## src/drcl_pkg.sv

```systemverilog
// ----------------------------------------------------------------------------
// drcl_pkg: shared types and codes for the dirty rectangle list
// Rectangle word layout, bounds type, status and action codes, and the
// containment helpers used by the scan unit and the sequencer.
// ----------------------------------------------------------------------------
package drcl_pkg;

    localparam int MAX_RECTS = 64;
    localparam int IDX_W     = $clog2(MAX_RECTS);
    localparam int CNT_W     = $clog2(MAX_RECTS + 1);
    localparam int COORD_W   = 16;
    localparam int BND_W     = COORD_W + 2;

    localparam logic ACT_ADD   = 1'b0;
    localparam logic ACT_FLUSH = 1'b1;

    localparam logic [2:0] ST_COVERED  = 3'd0;
    localparam logic [2:0] ST_REPLACED = 3'd1;
    localparam logic [2:0] ST_APPENDED = 3'd2;
    localparam logic [2:0] ST_FULL     = 3'd3;
    localparam logic [2:0] ST_FLUSHED  = 3'd4;
    localparam logic [2:0] ST_EMPTY    = 3'd5;

    // One stored word, x in the low 16 bits, h in the high 16 bits.
    typedef struct packed {
        logic        [COORD_W-1:0] h;
        logic        [COORD_W-1:0] w;
        logic signed [COORD_W-1:0] y;
        logic signed [COORD_W-1:0] x;
    } t_rect;

    typedef struct packed {
        logic signed [BND_W-1:0] x0;
        logic signed [BND_W-1:0] y0;
        logic signed [BND_W-1:0] x1;
        logic signed [BND_W-1:0] y1;
    } t_bounds;

    typedef struct packed {
        logic ent_holds_new;
        logic new_holds_ent;
    } t_cmp;

    // Edges widened so right and bottom never wrap.
    function automatic t_bounds bounds_of(t_rect r);
        t_bounds b;
        b.x0 = BND_W'(r.x);
        b.y0 = BND_W'(r.y);
        b.x1 = b.x0 + $signed({2'b00, r.w});
        b.y1 = b.y0 + $signed({2'b00, r.h});
        return b;
    endfunction

    function automatic logic holds(t_bounds a, t_bounds b);
        return (a.x0 <= b.x0) && (b.x1 <= a.x1) && (a.y0 <= b.y0) && (b.y1 <= a.y1);
    endfunction

endpackage

```

## src/drcl_cmp.sv

```systemverilog
// ----------------------------------------------------------------------------
// drcl_cmp: containment compare unit
// Tests one stored entry against the held new rectangle, both directions.
// ----------------------------------------------------------------------------
module drcl_cmp (
    input  drcl_pkg::t_rect   i_entry,
    input  drcl_pkg::t_bounds i_new_bnd,
    output drcl_pkg::t_cmp    o_cmp
);
    import drcl_pkg::*;

    t_bounds ent_bnd;

    assign ent_bnd             = bounds_of(i_entry);
    assign o_cmp.ent_holds_new = holds(ent_bnd, i_new_bnd);
    assign o_cmp.new_holds_ent = holds(i_new_bnd, ent_bnd);

endmodule

```

## config.mk

```make
export PLATFORM = sky130hd
export DESIGN_NAME = drcl_cmp
export DESIGN_NICKNAME = d
export VERILOG_FILES = /design/src/drcl_pkg.sv /design/src/drcl_cmp.sv
export SDC_FILE = /design/constraint.sdc
export NUM_CORES = 1
export LEC_CHECK = 0
export ABC_AREA = 1
export BUFFER_PORTS_ARGS = -buffer_cell sky130_fd_sc_hd__buf_2
export CAP_MARGIN = 25
export CORE_UTILIZATION = 25
export DETAILED_ROUTE_END_ITERATION = 16
export GPL_ROUTABILITY_DRIVEN = 0
export GPL_TIMING_DRIVEN = 0
export PLACE_DENSITY = 0.47
export SYNTH_ARGS = -nofsm -noshare
export SYNTH_HDL_FRONTEND = slang
export SYNTH_SLANG_ARGS = --single-unit
```

## constraint.sdc

```tcl
create_clock -name vclk -period 8.1
set_clock_uncertainty 0.05 [all_clocks]
set_input_delay 0.81 -clock vclk [all_inputs]
set_output_delay 0.81 -clock vclk [all_outputs]
set_load 0.02 [all_outputs]
```

==> impl_metrics.tcl <==
set metrics [dict create \
    io_pins 138 \
    route.vias.total 4013 \
    fin_crit_ps 4786 \
    cpMaxStageDelayCell "fa_1" \
    placementRows 44 \
    place.port_buffers 138 \
    seq_cell_count 0 \
    rsz0062_at_grt "no" \
    p_per_area_nw_per_um2 70.78 \
    vias_per_cell 4.274 \
    drive_gt1_share_pct 19.07 \
    grt_pass1_vias 3915 \
    final_hold_viol_count 0 \
    status "complete, but fails checks" \
    slew_headroom_pct 72.44 \
    tightestPinTransition_ps 412.9 \
    total_leakage_power_nw 2.916 \
    min_from "i_new_bnd[53]" \
    cap_violations 0 \
    grt-ovfl-total 0 \
    final_util_pct 31.95 \
    hold_end "o_cmp[1]" \
    critPathBufInv 3 \
    ant_nets 0 \
    crit_chain "buf_2, ha_1, inv_1, fa_1, o21ai_0, nand3_1, nand4_1, a21oi_1, xor2_1, ha_1, nand2_1, nor2_1, nand2_1, nor2_1, nor2_1, nand2_1, nand2_1, nand3_1, nand3_1, nor2_1, buf_2" \
    grt_pass1_wl_um 17070 \
    syn2layout_area_growth_pct 24.86 \
    first_pass_iters 10 \
    die_h_um 123.7 \
    syn_area_um2 3705 \
    worst_setup_path_start_kind "input pin" \
    die-area_um2 15310 \
    ys_warn_count 0 \
    cts_setup_buffers 0 \
    worstSetupEndpointType "primary output" \
    routedWlPerCell_um 11.19 \
    clockBufferCount 0 \
    violations "design-rule violations" \
    crit_family "simple AND/OR/NAND/NOR gates" \
    syn_area_per_cell_um2 6.005 \
    hold_path.class "input pin to primary output" \
    tns_ps 0 \
    drt_wl_total_um 10510 \
    cp_slowest_stage_delay_ps 420 \
    fp.coreArea_um2 14480 \
    setup_viol 0 \
    ir_drop_mv 0.02424 \
    syn-instance-count 617 \
    required_ps 7240 \
    fin_nets 1001 \
    antenna_cells 0 \
    grt.total_usage_pct 13.73 \
    worstSetupPathType "input pin to primary output" \
    drt-initial-drc-count 91 \
    register_area_um2 0 \
    crit_arrival_ps 3930 \
    crit_path_max_fanout 3 \
    post_cts_resized 0 \
    holdPathStages 7 \
    ctsHoldBuffers 0 \
    fp.dieW_um 123.7 \
    seq_area_frac_synth_pct 0 \
    grt_max_degree 6 \
    drcViolationCount 1 \
    antenna_found_initial 0 \
    slew_violations 0 \
    initial_core_util_pct 25.59 \
    fmax_mhz 208.9 \
    syn_nets 861 \
    dp_hpwl_um 9855 \
    yosys.cell_types.count 25 \
    fin_crit_sh_pct 59.09 \
]
-- layer usage --
metal / routed length (µm) / vias up / global-route usage (%) / part of all wire [%]
met1: 5103 / 1644 / 18.30 / 49
met4: 0 / 0 / 0 / 0
met5: 0 / - / 0 / 0
met3: 498 / 0 / 0.3663 / 4.7
li1: - / 2281 / - / -
met2: 4909 / 88 / 25.80 / 47
-- tightest hold or removal path: stages --
cell and delay [ps]:
buf_2 80, ha_1 190, nand2_1 70, nand3_1 60, nand3_1 70, nor2_1 80, buf_2 170
-- logic make-up (layout without fill, tap and decap cells) --
logic type	count (synthesis)	in the layout	synth area share, %
and+or+nand+nor	251	251	28.10
buffers and inverters	132	270	13.37
adders and majority gates	108	108	36.88
AOI/OAI and AO/OA	97	97	14.79
xor gates and xnor gates	29	29	6.856
-- cells in the mapped netlist --
master       n  area, µm²
o31ai_1      2      15.01
a21oi_1     55      275.3
a21o_1       9      67.56
o2111ai_1    1      8.760
a31oi_1      3      18.77
nor2_1      47      176.4
o21ai_0     16      80.08
nand2_1    147      551.8
nor4_2       1      12.51
nand4_1      6      37.54
ha_1       106       1326
fa_1         2      40.04
and3_1       1      6.260
nand3_1     40      200.2
nand3b_1     1      7.510
inv_1      132      495.5
o21bai_1     5      37.54
xnor2_1      9      78.83
o21ai_2      4      35.03
xor2_1      20      175.2
nor4_1       2      12.51
o21ai_1      2      10.01
nor3_1       4      20.02
nor3_2       1      10.01
and2_1       1      6.260
-- layout make-up --
type | count | area (µm²)
timing repair buffer | 138 | 690.7
inverter | 132 | 495.5
fill | 1678 | 9853
tap | 184 | 230.2
multi-input combinational | 485 | 3209
-- power breakdown --
part | leakage (nW) | internal, mW | switching (mW)
sequential | 0 | 0 | 0
combinational | 2.92 | 0.139 | 0.188
clock | 0 | 0 | 0
-- stage by stage --
step | hold WS (ps) | total power, mW | cells | cell area, µm² | setup slack (ps)
final | 2290 | 0.3274 | 939 | 4626 | 3314
after global placement | 2318 | 0.3297 | 939 | 4626 | 3295
after floorplan | 2045 | 0.2312 | 617 | 3705 | 3875
after global routing | 2370 | 0.3869 | 939 | 4626 | 2932
after detailed placement | 2308 | 0.3296 | 939 | 4626 | 3280
after CTS | 2309 | 0.3319 | 939 | 4626 | 3257
-- worst max path at each step --
stage	start	to	cells past startpoint
after CTS	i_entry[0]	o_cmp[0]	21
after detailed placement	i_entry[0]	o_cmp[0]	21
final	i_entry[0]	o_cmp[0]	21
after floorplan	i_entry[0]	o_cmp[1]	19
after global routing	i_entry[0]	o_cmp[1]	21
after global placement	i_entry[0]	o_cmp[1]	21
-- placed cells by master, fill, tap and decap left out --
cell type | netlist | layout
nand2_1 | 147 | 147
o2111ai_1 | 1 | 1
nor4_2 | 1 | 1
nand3_1 | 40 | 40
xnor2_1 | 9 | 9
a21oi_1 | 55 | 55
xor2_1 | 20 | 20
nor3_1 | 4 | 4
and2_1 | 1 | 1
buf_2 | 0 | 138
ha_1 | 106 | 106
nor2_1 | 47 | 47
and3_1 | 1 | 1
nand4_1 | 6 | 6
o21ai_2 | 4 | 4
nand3b_1 | 1 | 1
a31oi_1 | 3 | 3
a21o_1 | 9 | 9
nor3_2 | 1 | 1
o21ai_1 | 2 | 2
inv_1 | 132 | 132
fa_1 | 2 | 2
o21bai_1 | 5 | 5
o31ai_1 | 2 | 2
o21ai_0 | 16 | 16
nor4_1 | 2 | 2
Power figures use the tool's default switching activity.
