--- src/drcl_pkg.sv ---
// ----------------------------------------------------------------------------
// drcl_pkg: shared types and codes for the dirty rectangle list
// Rectangle word layout, bounds type, status and action codes, and the
// containment helpers used by the scan unit and the sequencer.
// ----------------------------------------------------------------------------
package drcl_pkg;

    localparam int MAX_RECTS = 64;
    localparam int IDX_W     = $clog2(MAX_RECTS);
    localparam int CNT_W     = $clog2(MAX_RECTS + 1);
    localparam int COORD_W   = 16;
    localparam int BND_W     = COORD_W + 2;

    localparam logic ACT_ADD   = 1'b0;
    localparam logic ACT_FLUSH = 1'b1;

    localparam logic [2:0] ST_COVERED  = 3'd0;
    localparam logic [2:0] ST_REPLACED = 3'd1;
    localparam logic [2:0] ST_APPENDED = 3'd2;
    localparam logic [2:0] ST_FULL     = 3'd3;
    localparam logic [2:0] ST_FLUSHED  = 3'd4;
    localparam logic [2:0] ST_EMPTY    = 3'd5;

    // One stored word, x in the low 16 bits, h in the high 16 bits.
    typedef struct packed {
        logic        [COORD_W-1:0] h;
        logic        [COORD_W-1:0] w;
        logic signed [COORD_W-1:0] y;
        logic signed [COORD_W-1:0] x;
    } t_rect;

    typedef struct packed {
        logic signed [BND_W-1:0] x0;
        logic signed [BND_W-1:0] y0;
        logic signed [BND_W-1:0] x1;
        logic signed [BND_W-1:0] y1;
    } t_bounds;

    typedef struct packed {
        logic ent_holds_new;
        logic new_holds_ent;
    } t_cmp;

    // Edges widened so right and bottom never wrap.
    function automatic t_bounds bounds_of(t_rect r);
        t_bounds b;
        b.x0 = BND_W'(r.x);
        b.y0 = BND_W'(r.y);
        b.x1 = b.x0 + $signed({2'b00, r.w});
        b.y1 = b.y0 + $signed({2'b00, r.h});
        return b;
    endfunction

    function automatic logic holds(t_bounds a, t_bounds b);
        return (a.x0 <= b.x0) && (b.x1 <= a.x1) && (a.y0 <= b.y0) && (b.y1 <= a.y1);
    endfunction

endpackage

--- src/drcl_store.sv ---
// ----------------------------------------------------------------------------
// drcl_store: rectangle list storage
// One write port and one read port with registered read data.
// ----------------------------------------------------------------------------
module drcl_store (
    input  logic                      i_clk,
    input  logic                      i_wr_en,
    input  logic [drcl_pkg::IDX_W-1:0] i_wr_addr,
    input  drcl_pkg::t_rect           i_wr_data,
    input  logic [drcl_pkg::IDX_W-1:0] i_rd_addr,
    output drcl_pkg::t_rect           o_rd_data
);
    import drcl_pkg::*;

    t_rect r_mem [MAX_RECTS];
    t_rect r_rd_data;

    always_ff @(posedge i_clk) begin
        if (i_wr_en) begin
            r_mem[i_wr_addr] <= i_wr_data;
        end
    end

    always_ff @(posedge i_clk) begin
        r_rd_data <= r_mem[i_rd_addr];
    end

    assign o_rd_data = r_rd_data;

endmodule

--- config.mk ---
export PLATFORM = sky130hd
export DESIGN_NAME = drcl_store
export DESIGN_NICKNAME = d
export VERILOG_FILES = /design/src/drcl_pkg.sv /design/src/drcl_store.sv
export SDC_FILE = /design/constraint.sdc
export NUM_CORES = 2
export LEC_CHECK = 0
export BUFFER_PORTS_ARGS = -buffer_cell sky130_fd_sc_hd__buf_2
export CORE_UTILIZATION = 52
export DETAILED_ROUTE_END_ITERATION = 8
export PLACE_DENSITY = 0.69
export SYNTH_ARGS = -nofsm -noshare
export SYNTH_HDL_FRONTEND = slang
export SYNTH_SLANG_ARGS = --single-unit
--- constraint.sdc ---
create_clock -name i_clk -period 8.1 [get_ports i_clk]
set_input_delay 1.62 -clock i_clk [delete_from_list [all_inputs] [get_ports i_clk]]
set_output_delay 1.62 -clock i_clk [all_outputs]
set_load 0.01 [all_outputs]
==> flow_metrics.py <==
metrics = {
    "worst_setup_path": {
        "timing.critical_path.required_ns": 8.60,
        "crit_path_max_fanout": 25,
        "critical_path.startpoint": "i_wr_addr[1]",
        "path_class": "primary input to flop",
        "crit-reg2reg-launch": "r_mem[50][8]",
        "setup.worst_path.end_class": "flop",
        "arrival_ns": 4.60,
        "crit_path_start_kind": "primary input",
        "r2r.worst_path.cells": 5,
    },
    "final_layout": {
        "leading_cell_type_in_the_layout_fill_and_taps_excluded": "sky130_fd_sc_hd__edfxtp_1",
        "drive_gt1_share_pct": 28.4,
        "final_core_utilization_pct": 59.1,
        "area_delta_synth_final_pct": 12.7,
        "post_layout_nonfiller_instances": 11300,
        "layout_common_cells": "sky130_fd_sc_hd__edfxtp_1 (4,096), sky130_fd_sc_hd__mux4_2 (1,024), sky130_fd_sc_hd__clkbuf_16 (408), sky130_fd_sc_hd__buf_4 (171), sky130_fd_sc_hd__a22oi_1 (168)",
        "design.final.nets": 7048,
        "layout.filler_cells": 20400,
        "multiInputGateArea_sq_um": 30800,
        "regArea_sq_um": 124000,
        "final_design_area_no_fill_sq_um": 176000,
    },
    "clock_tree": {
        "cts.sinks": 4160,
        "cts.root.buffer_cell": "sky130_fd_sc_hd__clkbuf_16",
        "post_cts.repair.setup_buffers": 0,
        "cts.clk_slew.worst_paths_ns": 0.06,
        "numCtsBuffers": 403,
        "cts_tree": "built",
        "worst_skew_pair.late_latency_ns": 0.92,
        "cts.repair.resized": 0,
        "cts.path.max_buffers": 4,
        "cts_hold_buffers": 0,
        "cts_max_level": 5,
    },
    "routing": {
        "route.layer.met1.wl_mm": 158,
        "post_drt_via_cell_ratio": 6.72,
        "routed-wl-met3_mm": 39.4,
        "drt-initial-drc-count": 10500,
        "route.met2.wl_mm": 200,
        "routedWlPerCell_microns": 36.8,
        "drc": 0,
        "finalWirelength_mm": 415,
        "drt_first_pass_iters": 8,
        "total_number_of_vias": 75700,
        "ant_nets": 0,
        "topRoutingLayerUsed": "met5",
    },
    "sta": {
        "setup_viol": 0,
        "timing.final.hold_violations": 0,
        "finalCriticalPeriod_ns": 4.10,
        "rsz0062_at_grt": "false",
        "final.hold.worst_slack_ns": 0.839,
        "totalNegativeSetupSlack_ns": 0,
        "max_clock_freq_ghz": 0.244,
        "finalWorstSetupSlack_ns": 4.00,
        "maxSlewHeadroom_pct": 9.44,
        "timing.final.crit_share_pct": 50.6,
        "max_slew.worst_pin.slew_ns": 1.36,
        "finalClockSkew_ns": 0.0536,
        "slew_violations": 0,
    },
    "grt": {
        "grt_util_all_layers_pct": 27.5,
        "grt_max_degree": 115,
        "antenna_found_initial": 25,
        "first_global_vias": 75900,
        "globalRoute.totalOverflow": 0,
        "grt_pass1_wl_mm": 580,
    },
    "power_and_ir_drop": {
        "power.net_switching_mw": 9.41,
        "seqPwrFrac_pct": 53.2,
        "pwr-share-comb_pct": 4.4,
        "power_report.internal_total_mw": 35.7,
        "pwr-share-clk_pct": 42.4,
        "total_leakage_power_nw": 54.9,
        "total_power_mw": 45.1,
        "pwr_density_cell_nw_per_um2": 256,
        "power.share.switching_pct": 20.9,
        "vdd_drop_max_uv": 304,
    },
    "floorplanning": {
        "floorplan.initialDensity_pct": 52.5,
        "die_outline_area_sq_um": 303000,
        "die_width_microns": 550,
        "rows": 200,
        "core_area_sq_um": 298000,
        "fp.dieH_microns": 550,
        "ios": 142,
    },
    "placed_design": {
        "detailedPlace.worstSlack_ns": 3.13,
        "dpl.hpwl_mm": 221,
        "post-place-cells": 10500,
        "weighted_congestion_reported_at_the_end_of_routability_driven_placement": 0.803,
        "postPlaceCellArea_sq_um": 163000,
        "io_buffer_count": 141,
    },
    "yosys": {
        "seq_area_frac_synth_pct": 79.5,
        "synth_enable_flop_cells": 4096,
        "cell_count_after_synthesis": 6598,
        "yosys-top-cells-area": "sky130_fd_sc_hd__edfxtp_1 (79%), sky130_fd_sc_hd__mux4_2 (15%), sky130_fd_sc_hd__mux2i_1 (0.86%), sky130_fd_sc_hd__dfxtp_1 (0.82%), sky130_fd_sc_hd__a22oi_1 (0.81%)",
        "synth.distinct_cells": 33,
        "synth_flop_cell": "sky130_fd_sc_hd__edfxtp_1",
        "yosys_register_bits": 4160,
        "post_synth_instance_area_sq_um": 156000,
        "asyncSetResetFlopFracSynth_pct": 0,
        "yosys.area.top_type": "sky130_fd_sc_hd__edfxtp_1",
        "post-synth-top-area-fraction_pct": 78.7,
        "syn-num-nets": 6676,
        "ys.warnings.count": 0,
        "syn_avg_cell_area_sq_um": 23.7,
    },
    "hold_path": {
        "timing.hold.worst_path_depth": 4,
        "worstHoldPathType": "flop to flop",
        "timing.hold.worst.start": "r_mem[38][30]",
    },
    "status": {
        "status": "finished, final reports clean",
    },
    "job": {
        "timing.max_cap.violations": 0,
    },
}
synthesized netlist by cell type, types with 29 or more instances:
master                     instances
sky130_fd_sc_hd__dfxtp_1          64
sky130_fd_sc_hd__a22o_1           88
sky130_fd_sc_hd__clkbuf_1        140
sky130_fd_sc_hd__nand3_1          45
sky130_fd_sc_hd__nand2_1          58
sky130_fd_sc_hd__nor2_1          112
sky130_fd_sc_hd__mux2i_1         135
sky130_fd_sc_hd__buf_2           170
sky130_fd_sc_hd__a211oi_1         63
sky130_fd_sc_hd__edfxtp_1       4096
sky130_fd_sc_hd__o22ai_1          83
sky130_fd_sc_hd__mux4_2         1024
sky130_fd_sc_hd__and3_1           64
sky130_fd_sc_hd__a22oi_1         168
sky130_fd_sc_hd__o221ai_1         38
sky130_fd_sc_hd__buf_4            34
sky130_fd_sc_hd__or3_1            29
metal layers:
layer  global-route usage [%]  up-vias
met5                        0        -
li1                         -    29300
met3                     4.35      786
met1                     38.6    41000
met4                     10.3       10
met2                     44.1     4659
path summary, 6_finish.rpt:
path / slack (ns) / endpoint
setup / recovery: 4.00 / r_mem[31][25]
hold / removal: 0.84 / o_rd_data[30]
setup reg to reg: 5.92 / o_rd_data[8]
hold reg to reg: 0.84 / o_rd_data[30]
state kept, by name, indices dropped and copies added, names as in the netlist:
register and count:
o_rd_data 64, r_mem 4096
critical path, cell delays in order:
cell and delay, ns:
sky130_fd_sc_hd__buf_2 0.21, sky130_fd_sc_hd__nand4_1 0.70, sky130_fd_sc_hd__nor2_4 1.28, sky130_fd_sc_hd__buf_4 0.70
cell families (layout without fill, tap and decap cells):
kind of cell           count (synthesis)  count (layout)  synth area share (%)
and+or+nand+nor                      386             386                  1.24
muxes                               1159            1159                  15.6
buffers and inverters                389            1105                  1.18
other                                  0              13                     0
AOI/OAI and AO/OA                    504             504                  2.48
DFF                                 4160            4160                  79.5
final cells by class:
type | instances | share of cell area, %
clock inverter | 216 | 1.40
inverter | 19 | 0.0405
clock buffer | 533 | 6.28
antenna | 13 | 0.0185
tap | 3939 | 2.80
multi-input combinational | 2049 | 17.5
timing repair buffer | 337 | 1.43
sequential | 4160 | 70.6
power groups by stage:
| stage | clock [mW] | sequential (mW) | combinational, mW |
|---|---|---|---|
| global route | 20.1 | 24.0 | 2.10 |
| CTS | 19.3 | 24.0 | 2.01 |
| detailed placement | 0 | 24.4 | 2.00 |
| finish | 19.1 | 24.0 | 2.00 |
| floorplan | 0 | 24.4 | 1.11 |
| global placement | 0 | 24.4 | 1.96 |
Power figures use the tool's default switching activity.
